$ cat src/hw/rtl/ipm_pkg.sv
package ipm_pkg;

   localparam int TERM_BITS_DEF = 8;
   localparam int MAX_TERMS_DEF = 32;

   typedef struct packed {
      logic load;
      logic scan;
      logic flush;
   } cmd_type;

   typedef struct packed {
      logic scan_done;
      logic held_vld;
      logic out_free;
   } sts_type;

endpackage

$ cat src/hw/rtl/implicant_pair_merger_unit.sv
// A minterm holds the block until the scan of the terms stored before it ends and any held result
// has gone to the output register; the term memory is read one entry a cycle while no result
// back-pressure stalls the scan.
// Reset (synchronous, active high) empties the set and the result register; the term
// memory itself is not cleared.
module implicant_pair_merger_unit #(
   parameter int TERM_BITS = ipm_pkg::TERM_BITS_DEF,
   parameter int MAX_TERMS = ipm_pkg::MAX_TERMS_DEF
) (
   input  logic clock,
   input  logic reset,
   input  logic                                                req_tvalid,
   output logic                                                req_tready,
   // minterm
   input  logic [((TERM_BITS+7)/8)*8-1:0]                      req_tdata,
   // new_set
   input  logic                                                req_tuser,
   output logic                                                rsp_tvalid,
   input  logic                                                rsp_tready,
   // merged_value, free_bit, earlier_minterm
   output logic [((2*TERM_BITS+$clog2(TERM_BITS)+7)/8)*8-1:0] rsp_tdata,
   // set_full
   output logic                                                rsp_tuser,
   output logic                                                rsp_tlast
);

   import ipm_pkg::*;

   localparam int POS_W = $clog2(TERM_BITS);
   localparam int OUT_W = ((2*TERM_BITS + POS_W + 7) / 8) * 8;

   cmd_type              cmd;
   sts_type              sts;
   logic [TERM_BITS-1:0] merged_value;
   logic [POS_W-1:0]     free_bit;
   logic [TERM_BITS-1:0] earlier_minterm;

   ipm_ctrl u_ctrl (
      .clock      (clock),
      .reset      (reset),
      .req_tvalid (req_tvalid),
      .req_tready (req_tready),
      .sts        (sts),
      .cmd        (cmd)
   );

   ipm_datapath #(
      .TERM_BITS (TERM_BITS),
      .MAX_TERMS (MAX_TERMS)
   ) u_datapath (
      .clock               (clock),
      .reset               (reset),
      .req_minterm         (req_tdata[TERM_BITS-1:0]),
      .req_new_set         (req_tuser),
      .cmd                 (cmd),
      .sts                 (sts),
      .rsp_tready          (rsp_tready),
      .rsp_valid           (rsp_tvalid),
      .rsp_merged_value    (merged_value),
      .rsp_free_bit        (free_bit),
      .rsp_earlier_minterm (earlier_minterm),
      .rsp_set_full        (rsp_tuser),
      .rsp_last            (rsp_tlast)
   );

   assign rsp_tdata = OUT_W'({earlier_minterm, free_bit, merged_value});

   a_flush_is_last: assert property (@(posedge clock) disable iff (reset)
      cmd.flush |=> rsp_tvalid && rsp_tlast)
      else $error("final result of a transaction not presented with tlast");

   a_busy_after_load: assert property (@(posedge clock) disable iff (reset)
      cmd.load |=> !req_tready)
      else $error("request taken while a minterm is still being compared");

   a_flush_ok: assert property (@(posedge clock) disable iff (reset)
      cmd.flush |-> sts.held_vld && sts.out_free)
      else $error("flush without a held result or with the output register occupied");

endmodule

$ cat src/hw/rtl/ipm_ram.sv
module ipm_ram #(
   parameter int WIDTH = 8,
   parameter int DEPTH = 32
) (
   input  logic                     clock,
   input  logic                     wr_en,
   input  logic [$clog2(DEPTH)-1:0] wr_addr,
   input  logic [WIDTH-1:0]         wr_data,
   input  logic [$clog2(DEPTH)-1:0] rd_addr,
   output logic [WIDTH-1:0]         rd_data
);

   logic [WIDTH-1:0] mem_ff [DEPTH];
   logic [WIDTH-1:0] rd_data_ff;

   always_ff @(posedge clock) begin
      if (wr_en) begin
         mem_ff[wr_addr] <= wr_data;
      end
      rd_data_ff <= mem_ff[rd_addr];
   end

   assign rd_data = rd_data_ff;

endmodule

$ cat src/hw/rtl/ipm_ctrl.sv
module ipm_ctrl (
   input  logic             clock,
   input  logic             reset,
   input  logic             req_tvalid,
   output logic             req_tready,
   input  ipm_pkg::sts_type sts,
   output ipm_pkg::cmd_type cmd
);

   import ipm_pkg::*;

   typedef enum logic [1:0] {
      IDLE,
      SCAN,
      DRAIN
   } state_type;

   state_type state_ff;
   state_type state_in;

   always_comb begin
      state_in   = state_ff;
      cmd        = '0;
      req_tready = 1'b0;
      unique case (state_ff)
         IDLE: begin
            req_tready = 1'b1;
            cmd.load   = req_tvalid;
            if (req_tvalid) begin
               state_in = SCAN;
            end
         end
         SCAN: begin
            cmd.scan = 1'b1;
            if (sts.scan_done) begin
               state_in = DRAIN;
            end
         end
         DRAIN: begin
            if (!sts.held_vld) begin
               state_in = IDLE;
            end else if (sts.out_free) begin
               cmd.flush = 1'b1;
               state_in  = IDLE;
            end
         end
         default: begin
            state_in = IDLE;
         end
      endcase
   end

   always_ff @(posedge clock) begin
      if (reset) begin
         state_ff <= IDLE;
      end else begin
         state_ff <= state_in;
      end
   end

endmodule

$ cat src/hw/rtl/ipm_datapath.sv
module ipm_datapath #(
   parameter int TERM_BITS = ipm_pkg::TERM_BITS_DEF,
   parameter int MAX_TERMS = ipm_pkg::MAX_TERMS_DEF
) (
   input  logic                         clock,
   input  logic                         reset,
   input  logic [TERM_BITS-1:0]         req_minterm,
   input  logic                         req_new_set,
   input  ipm_pkg::cmd_type             cmd,
   output ipm_pkg::sts_type             sts,
   input  logic                         rsp_tready,
   output logic                         rsp_valid,
   output logic [TERM_BITS-1:0]         rsp_merged_value,
   output logic [$clog2(TERM_BITS)-1:0] rsp_free_bit,
   output logic [TERM_BITS-1:0]         rsp_earlier_minterm,
   output logic                         rsp_set_full,
   output logic                         rsp_last
);

   import ipm_pkg::*;

   localparam int POS_W = $clog2(TERM_BITS);
   localparam int CNT_W = $clog2(MAX_TERMS + 1);
   localparam int IDX_W = $clog2(MAX_TERMS);

   logic [CNT_W-1:0]     count_ff, count_in;
   logic [CNT_W-1:0]     lim_ff, lim_in;
   logic [CNT_W-1:0]     nxt_ff, nxt_in;
   logic [CNT_W-1:0]     n_ff, n_in;
   logic [IDX_W-1:0]     chk_idx_ff, chk_idx_in;
   logic                 chk_vld_ff, chk_vld_in;
   logic [TERM_BITS-1:0] term_ff, term_in;
   logic                 full_ff, full_in;

   logic                 held_vld_ff, held_vld_in;
   logic [TERM_BITS-1:0] held_merged_ff, held_merged_in;
   logic [POS_W-1:0]     held_pos_ff, held_pos_in;
   logic [TERM_BITS-1:0] held_earlier_ff, held_earlier_in;

   logic                 rsp_vld_ff, rsp_vld_in;
   logic [TERM_BITS-1:0] rsp_merged_ff, rsp_merged_in;
   logic [POS_W-1:0]     rsp_pos_ff, rsp_pos_in;
   logic [TERM_BITS-1:0] rsp_earlier_ff, rsp_earlier_in;
   logic                 rsp_full_ff, rsp_full_in;
   logic                 rsp_last_ff, rsp_last_in;

   logic [CNT_W-1:0]     count_eff;
   logic                 full_eff;
   logic                 wr_en;
   logic [IDX_W-1:0]     rd_addr;
   logic [TERM_BITS-1:0] rd_data;
   logic [TERM_BITS-1:0] diff;
   logic                 one_hot;
   logic [POS_W-1:0]     pos;
   logic                 cap;
   logic                 match_ok;
   logic                 out_free;
   logic                 stall;
   logic                 issue;
   logic                 push;
   logic                 push_last;

   ipm_ram #(
      .WIDTH (TERM_BITS),
      .DEPTH (MAX_TERMS)
   ) u_terms (
      .clock   (clock),
      .wr_en   (wr_en),
      .wr_addr (count_eff[IDX_W-1:0]),
      .wr_data (req_minterm),
      .rd_addr (rd_addr),
      .rd_data (rd_data)
   );

   always_comb begin
      count_eff = req_new_set ? '0 : count_ff;
      full_eff  = (count_eff == CNT_W'(MAX_TERMS));
      wr_en     = cmd.load && !full_eff;

      diff    = rd_data ^ term_ff;
      one_hot = (diff != '0) && ((diff & (diff - TERM_BITS'(1))) == '0);
      pos     = '0;
      for (int i = 0; i < TERM_BITS; i++) begin
         if (diff[i]) begin
            pos = POS_W'(i);
         end
      end

      cap      = (n_ff == CNT_W'(MAX_TERMS - 1));
      match_ok = cmd.scan && chk_vld_ff && one_hot && !cap;
      out_free = !rsp_vld_ff || rsp_tready;
      stall    = match_ok && held_vld_ff && !out_free;
      issue    = cmd.scan && !stall && !cap && (nxt_ff < lim_ff);
      rd_addr  = stall ? chk_idx_ff : nxt_ff[IDX_W-1:0];

      count_in        = count_ff;
      lim_in          = lim_ff;
      nxt_in          = nxt_ff;
      n_in            = n_ff;
      chk_idx_in      = chk_idx_ff;
      chk_vld_in      = chk_vld_ff;
      term_in         = term_ff;
      full_in         = full_ff;
      held_vld_in     = held_vld_ff;
      held_merged_in  = held_merged_ff;
      held_pos_in     = held_pos_ff;
      held_earlier_in = held_earlier_ff;
      push            = 1'b0;
      push_last       = 1'b0;

      if (cmd.load) begin
         term_in     = req_minterm;
         full_in     = full_eff;
         lim_in      = count_eff;
         count_in    = count_eff + CNT_W'(!full_eff);
         nxt_in      = '0;
         n_in        = '0;
         chk_vld_in  = 1'b0;
         held_vld_in = 1'b0;
      end

      if (cmd.scan && !stall) begin
         chk_vld_in = issue;
         if (issue) begin
            chk_idx_in = nxt_ff[IDX_W-1:0];
            nxt_in     = nxt_ff + CNT_W'(1);
         end
         if (match_ok) begin
            push            = held_vld_ff;
            held_vld_in     = 1'b1;
            held_merged_in  = term_ff & ~diff;
            held_pos_in     = pos;
            held_earlier_in = rd_data;
            n_in            = n_ff + CNT_W'(1);
         end
      end

      if (cmd.flush) begin
         push        = 1'b1;
         push_last   = 1'b1;
         held_vld_in = 1'b0;
      end

      rsp_vld_in     = rsp_vld_ff && !rsp_tready;
      rsp_merged_in  = rsp_merged_ff;
      rsp_pos_in     = rsp_pos_ff;
      rsp_earlier_in = rsp_earlier_ff;
      rsp_full_in    = rsp_full_ff;
      rsp_last_in    = rsp_last_ff;
      if (push) begin
         rsp_vld_in     = 1'b1;
         rsp_merged_in  = held_merged_ff;
         rsp_pos_in     = held_pos_ff;
         rsp_earlier_in = held_earlier_ff;
         rsp_full_in    = full_ff;
         rsp_last_in    = push_last;
      end
   end

   always_ff @(posedge clock) begin
      if (reset) begin
         count_ff    <= '0;
         chk_vld_ff  <= 1'b0;
         held_vld_ff <= 1'b0;
         rsp_vld_ff  <= 1'b0;
      end else begin
         count_ff    <= count_in;
         chk_vld_ff  <= chk_vld_in;
         held_vld_ff <= held_vld_in;
         rsp_vld_ff  <= rsp_vld_in;
      end
      lim_ff          <= lim_in;
      nxt_ff          <= nxt_in;
      n_ff            <= n_in;
      chk_idx_ff      <= chk_idx_in;
      term_ff         <= term_in;
      full_ff         <= full_in;
      held_merged_ff  <= held_merged_in;
      held_pos_ff     <= held_pos_in;
      held_earlier_ff <= held_earlier_in;
      rsp_merged_ff   <= rsp_merged_in;
      rsp_pos_ff      <= rsp_pos_in;
      rsp_earlier_ff  <= rsp_earlier_in;
      rsp_full_ff     <= rsp_full_in;
      rsp_last_ff     <= rsp_last_in;
   end

   assign sts.scan_done = !chk_vld_ff && (cap || (nxt_ff >= lim_ff));
   assign sts.held_vld  = held_vld_ff;
   assign sts.out_free  = out_free;

   assign rsp_valid           = rsp_vld_ff;
   assign rsp_merged_value    = rsp_merged_ff;
   assign rsp_free_bit        = rsp_pos_ff;
   assign rsp_earlier_minterm = rsp_earlier_ff;
   assign rsp_set_full        = rsp_full_ff;
   assign rsp_last            = rsp_last_ff;

endmodule
$ cat config.mk
export PLATFORM = sky130hd
export DESIGN_NAME = implicant_pair_merger_unit
export DESIGN_NICKNAME = d
export VERILOG_FILES = /design/src/hw/rtl/ipm_pkg.sv /design/src/hw/rtl/implicant_pair_merger_unit.sv /design/src/hw/rtl/ipm_ram.sv /design/src/hw/rtl/ipm_ctrl.sv /design/src/hw/rtl/ipm_datapath.sv
export SDC_FILE = /design/constraint.sdc
export NUM_CORES = 1
export LEC_CHECK = 0
export BUFFER_PORTS_ARGS = -buffer_cell sky130_fd_sc_hd__buf_2
export CAP_MARGIN = 30
export CORE_ASPECT_RATIO = 1.1
export CORE_MARGIN = 10
export CORE_UTILIZATION = 30
export CTS_BUF_LIST = sky130_fd_sc_hd__clkbuf_16
export DETAILED_ROUTE_END_ITERATION = 6
export MAX_ROUTING_LAYER = met4
export PLACE_DENSITY = 0.41
export SLEW_MARGIN = 30
export SYNTH_ARGS = -nofsm -noshare
export SYNTH_HDL_FRONTEND = slang
export SYNTH_SLANG_ARGS = --single-unit
$ cat constraint.sdc
create_clock -name clock -period 6.7 [get_ports clock]
set_input_delay 0.335 -clock clock [delete_from_list [all_inputs] [get_ports clock]]
set_output_delay 0.335 -clock clock [all_outputs]
set_load 0.02 [all_outputs]
---- Yosys cells after proc, flatten, opt, wreduce, memory -nomap -nowiden ----
Memory sizes are Yosys's and may differ from the RTL's. A register that Yosys moved wholly into a read port is not among the register bits.
Cells that the tools add are included.
storage, ports and cells
  flip-flop bits (word level) ............. 83
  memory bits (writable) .................. 256
  input bits .............................. 13
  output and inout bits ................... 28
  word-level logic and storage cells ...... 107
  memories kept ........................... 1
operators by class
  add/subtract/negate cells ............... 4
  magnitude comparators ................... 2
  equal/unequal tests ..................... 7
  mux-type cells .......................... 37
  bitwise operators ....................... 4
  reduce and logical (&&, ||, !) cells .... 31
memories
  name                       words  width  rd ports  clocked after Yosys merged registers in  wr ports  line           text
  u_datapath.u_terms.mem_ff  32     8      1         1                                        1         ipm_ram.sv:13  logic [WIDTH-1:0] mem_ff [DEPTH];
operators with widths
  kind                                                                    number
  6-bit 2-to-1 mux                                                        7
  1-bit 2-to-1 mux                                                        20
  8-bit AND                                                               2
  2-bit 2-to-1 mux                                                        8
  6-bit by 1-bit adder with 6-bit output (second input constant)          2
  1-bit logical AND                                                       12
  8-bit zero test                                                         1
  8-bit inverter                                                          1
  8-bit nonzero test                                                      1
  8-bit by 1-bit subtractor with 8-bit output (second input constant)     1
  8-bit bitwise XOR                                                       1
  1-bit zero test                                                         7
  6-bit by 1-bit adder with 6-bit output                                  1
  6-bit by 5-bit equality test with 1-bit output (second input constant)  1
  6-bit equality test (second input constant)                             1
  6-bit greater-or-equal comparator                                       1
  6-bit < comparator                                                      1
  2-bit one-hot mux with 3 select lines                                   1
  5-bit 2-to-1 mux                                                        1
  2-bit != test (second input constant)                                   2
  2-bit AND reduction                                                     2
  2-bit OR reduction                                                      2
  4-bit OR reduction                                                      1
  3-bit != test (second input constant)                                   1
  6 further kinds                                                         7

---- Depth between registers and ports, before layout ----
  depth after elaboration ................. 15
  gate-level depth with buffers ........... 13
  depth with buffers taken out ............ 10

---- By module ----
A second synthesis with hierarchy kept.
unflattened totals
  cells, all modules ...................... 684
  area total of the unflattened synthesis .. 13556.8 µm²
modules (own cells, without submodules)
  module                      instances  cells each  area an instance (µm²)  sequential area each (µm²)
  ipm_ram                     1          417         10053.4                 7847.5
  ipm_datapath                1          249         3347.0                  2222.1
  ipm_ctrl                    1          12          115.1                   40.0
  implicant_pair_merger_unit  1          6           41.3                    0.0

---- Least setup slack after synthesis ----
OpenSTA, ideal clock, no wires.
  path kind ............................... reg2reg
  from .................................... reg u_datapath.term_ff[3]
  to ...................................... reg u_datapath.held_earlier_ff[0], enable pin
  library setup time ...................... 0.450 ns
  data arrival time ....................... 3.677 ns
  data required time ...................... 6.250 ns
  setup slack ............................. 2.573 ns
  cell stages (with the launch flop) ...... 6
  path buffers ............................ 0
  clock period less this slack ............ 4.127 ns
  cell sequence ........................... edfxtp_1 ha_1 or4_4 a2111oi_4 nor2_2 nor4_1
between the ends
  word-level cells in the longest chain between the ends .. 12
  elaborated cells between the ends (all ways) .. 13
  classes of those cells .................. 1 x add/sub; 2 x bitwise; 10 x reduce/logical
ends and longest elaborated chain
  what                                         line                 text
  from (decl)                                  ipm_datapath.sv:32   logic [TERM_BITS-1:0] term_ff, term_in;
  from (signal assigned)                       ipm_datapath.sv:176  term_ff <= term_in;
  8-bit bitwise XOR (*)                        ipm_datapath.sv:80   diff = rd_data ^ term_ff;
  8-bit by 1-bit subtractor with 8-bit output  ipm_datapath.sv:81   one_hot = (diff != '0) && ((diff & (diff - TERM_BITS'(1))) == '0);
  8-bit AND                                    ipm_datapath.sv:81
  8-bit zero test                              ipm_datapath.sv:81
  1-bit logical AND (*)                        ipm_datapath.sv:81
  1-bit logical AND (*) (2 in a row)           ipm_datapath.sv:90   match_ok = cmd.scan && chk_vld_ff && one_hot && !cap;
  1-bit logical AND (2 in a row)               ipm_datapath.sv:92   stall = match_ok && held_vld_ff && !out_free;
  1-bit zero test                              ipm_datapath.sv:122  if (cmd.scan && !stall) begin
  1-bit logical AND                            ipm_datapath.sv:122
  2-bit AND reduction (no source line) (*)     -
  to (signal assigned)                         ipm_datapath.sv:180  held_earlier_ff <= held_earlier_in;
  to (decl)                                    ipm_datapath.sv:38   logic [TERM_BITS-1:0] held_earlier_ff, held_earlier_in;
Every way passes the cells marked *; elsewhere a longest branch is shown, timed or not.
A chain may end at the register's enable or synchronous reset.

---- Final worst setup path ----
  from .................................... reg u_datapath.term_ff[3]
  to ...................................... reg u_datapath.u_terms.rd_data_ff[7], in the netlist u_datapath.u_terms.rd_data[7], read port of u_datapath.u_terms.mem_ff
between the ends
  word-level cells in the longest chain between the ends .. 10
  elaborated cells between the ends (all ways) .. 11
  classes of those cells .................. 1 x add/sub; 1 x mux; 2 x bitwise; 7 x reduce/logical
ends and longest elaborated chain
  what                                         line                text
  8-bit bitwise XOR (*)                        ipm_datapath.sv:80
  8-bit by 1-bit subtractor with 8-bit output  ipm_datapath.sv:81
  8-bit AND                                    ipm_datapath.sv:81
  8-bit zero test                              ipm_datapath.sv:81
  1-bit logical AND (*)                        ipm_datapath.sv:81
  1-bit logical AND (*) (2 in a row)           ipm_datapath.sv:90
  1-bit logical AND (*) (2 in a row)           ipm_datapath.sv:92
  5-bit 2-to-1 mux (*)                         ipm_datapath.sv:94  rd_addr = stall ? chk_idx_ff : nxt_ff[IDX_W-1:0];
  to (decl)                                    ipm_ram.sv:14       logic [WIDTH-1:0] rd_data_ff;
Marked as above.

==> metrics.txt <==
run status=finished clean; area of the die=60700 um2; top cell type's share of synthesized area=61.7%; Pleak=a little under 6 nW; Clk pin slew, worst setup/hold paths=about 0.06 ns; crit path from=u_datapath.term_ff[3]; First-pass DRT Iterations=5; effective utilization at floorplan=a little under a third; vias per inst=between 5 and 6; critical path data required time=7.13 ns; H-Tree Depth=2; Setup CP Type=flop to flop; switch share=31.8%; fillcell total=roughly 4.8k; Num Clock Sinks=347; Clock Latency Late Sink=0.58 ns; worst clock skew=0.0234 ns; CTS tree=built; Hold Path End=u_datapath.count_ff[2]; I/O Pins=just over 40; Root Driver=clkbuf_16; actual slew at the worst max-slew pin=0.977 ns; largest area contributor in the netlist=edfxtp_1; critical path startpoint category=flop; Avg Synthesized Cell Area=12.8 um2; Final TNS setup=0 ns; via count=~10k; Flop pwr share=40.5%; number of diodes=0; Net Sw Power=1.96 mW; CTS buffer count=between 40 and 50; placed cell count=1820; routability-driven placement congestion ratio=between 0.8 and 0.9; initial antenna violation count=1; non-filler instance count after layout=1893; post-DP HPWL=30.5 mm; largest net degree at the start of global routing=between 70 and 80; Final Max Slew Viols=0; register area share after synthesis=between 60 and 70%; minimum clock period=4.72 ns; r2r setup slk=between 1.5 and 2 ns; Synth Cell Area=15400 um2; Area growth, synth to finish=14.3%; Critical Path, Cell by Cell=ha_1 > or4_4 > o32ai_1 > nor2_2 > or4_2 > buf_4 > nand2_8 > a221oi_1 > o41a_1 > nor4_2; DR WL/cell=25.5 um; Post-synth EDFFs=316; synth top area cells=edfxtp_1, dfxtp_1, a211oi_1; number of global-route vias before repair=10.3k; Power Dens Cells=between 300 and 400 nW/um2; Longest Clk Path Bufs=3; peak per-stage delay on the critical path=1.05 ns; drt drc=0; ys async rst share=0%; clock power share=36.2%; total power=6.17 mW; R2R cell count=10; crit-path max FO=34; most common flop cell mapped by yosys=edfxtp_1; Max-Cap Viols=0; worst hold slack=between 0.1 and 0.15 ns; layout cells sized above 1=12.8%; grt ovf=0; endpoint of the worst register-to-register path=u_datapath.u_terms.rd_data[7]; Worst Min Path Start=reset; die width=236 um; first-pass GRT wire length=71.6 mm; final hold viol count=0; Resize count post-CTS=0; Routed Antenna Nets=0; starting DRC count in detailed routing=998; Int Pwr=4.21 mW; Slew HR=between 30 and 40%; GRT Total Usage=15.9%; Netlist cell types=65; Hold Crit Class=primary input to flop; Comb pwr share=23.3%; total wire length=48.2 mm; Worst R2R Start=u_datapath.term_ff[3]; Worst VDD drop=0.178 mV; final worst-path cycle share=a little over two thirds; synthesis-stage register bit count=between 300 and 400; placeable core region=50500 um2; RSZ-0062 raised after global routing=no; Hold Path Depth=2; final setup fails=0; Die Ht=257 um; critical path arrival=5.15 ns; Gate Count Post-Synth=~1.2k; Setup crit end kind=flop; Port-buffer cells=35; synth warn=0; Slowest-stage cell, CP=or4_2; post-CTS setup buffers=0; max frequency=212 MHz; row cnt=86; # hold bufs at CTS=0; number of nets in the layout=~1.2k
==> cells in the mapped netlist, types with 18 or more instances <==
cell type / n
a211oi_1: 58
o211a_1: 24
nand2_1: 100
nand4_1: 18
mux2i_1: 18
edfxtp_1: 316
and3_1: 25
nand3_1: 47
nor2_1: 61
o21ai_0: 80
ha_1: 18
o22ai_1: 19
a311oi_1: 25
dfxtp_1: 31
clkbuf_1: 73
nand2b_1: 44
inv_1: 22
a32oi_1: 42
==> metal layers <==
layer / global-route usage (%) / vias to the layer above / part of all wire, %
met4: 4.51 / 0 / 2.3
met1: 21.0 / 5325 / 46
met2: 24.7 / 317 / 47
met3: 2.87 / 63 / 5.3
li1: - / 4736 / -
met5: - / - / 0
==> worst max-delay path by stage <==
stage                                         end  depth (start not counted)
CTS                 u_datapath.u_terms.rd_data[3]                         12
finish              u_datapath.u_terms.rd_data[7]                         10
global route        u_datapath.u_terms.rd_data[0]                         10
detailed placement  u_datapath.u_terms.rd_data[3]                         12
global placement    u_datapath.u_terms.rd_data[7]                         10
floorplan           u_datapath.held_earlier_ff[0]                          5
==> state kept, by name, indices dropped and copies added, names as in the netlist, 5 cells and up <==
signal                          cells
u_datapath.count_ff                 6
u_datapath.u_terms.rd_data          8
u_datapath.chk_idx_ff               5
u_datapath.term_ff                  8
u_datapath.u_terms.mem_ff         256
u_datapath.lim_ff                   6
u_datapath.held_earlier_ff          8
u_datapath.held_merged_ff           8
u_datapath.n_ff                     6
u_datapath.nxt_ff                   6
u_datapath.rsp_earlier_minterm      8
u_datapath.rsp_merged_value         8
==> cells by family (layout without fill, tap and decap cells) <==
group / after synthesis / count (layout) / synth area share (%)
fa+ha+maj: 18 / 18 / 1.46
mux: 18 / 18 / 1.17
other cells: 1 / 5 / 0.0244
flops: 347 / 347 / 65.7
xor+xnor: 2 / 2 / 0.114
simple gates: 348 / 348 / 11.8
compound gates: 339 / 339 / 16.3
buf+inv: 124 / 156 / 3.42
==> area by class of cell <==
| cell class | count | area (um2) | share of cell area (%) |
|---|---|---|---|
| clock buffers | 42 | 1050 | 5.98 |
| clock inverters | 30 | 280 | 1.59 |
| inverters | 22 | 82.6 | 0.470 |
| multi-input cells | 730 | 4860 | 27.6 |
| flip-flops and latches | 347 | 10100 | 57.5 |
| well taps | 660 | 826 | 4.70 |
| repair buffers | 62 | 375 | 2.13 |
==> layout by cell type, fill, tap and decap left out, types with 31 or more instances in the layout <==
master,Yosys,layout
a211oi_1,58,57
a32oi_1,42,42
buf_2,17,36
clkbuf_16,0,42
dfxtp_1,31,31
edfxtp_1,316,316
inv_1,22,32
nand2_1,100,99
nand2b_1,44,44
nand3_1,47,47
nor2_1,61,52
o21ai_0,80,78
==> critical path, delay by kind of cell, from the launching register on <==
| kind | cells | cell delay, ns |
|---|---|---|
| adder cells (fa/ha/maj) | 1 | 0.35 |
| AO/OA/AOI/OAI | 3 | 1.03 |
| flip-flops | 1 | 0.36 |
| AND/OR/NAND/NOR | 5 | 2.42 |
| buffers and inverters | 1 | 0.38 |
==> stage by stage <==
stage                     worst slack (ns)  instance area, um2  util, %
after global placement                1.99               16200     32.1
after CTS                             1.98               17600     34.8
after detailed placement              2.01               16200     32.2
final                                 1.98               17600     34.8
after global routing                  1.77               17600     34.8
after floorplan                       2.57               15400        -
==> power by group through the flow <==
stage	sequential [mW]	combinational, mW	clock, mW
4_1_cts	2.50	1.44	2.28
6_report	2.50	1.44	2.23
3_5_place_dp	2.55	1.44	0
2_1_floorplan	2.50	0.928	0
5_1_grt	2.51	1.56	2.37
3_3_place_gp	2.55	1.45	0
(Power assumes the default switching activity.)
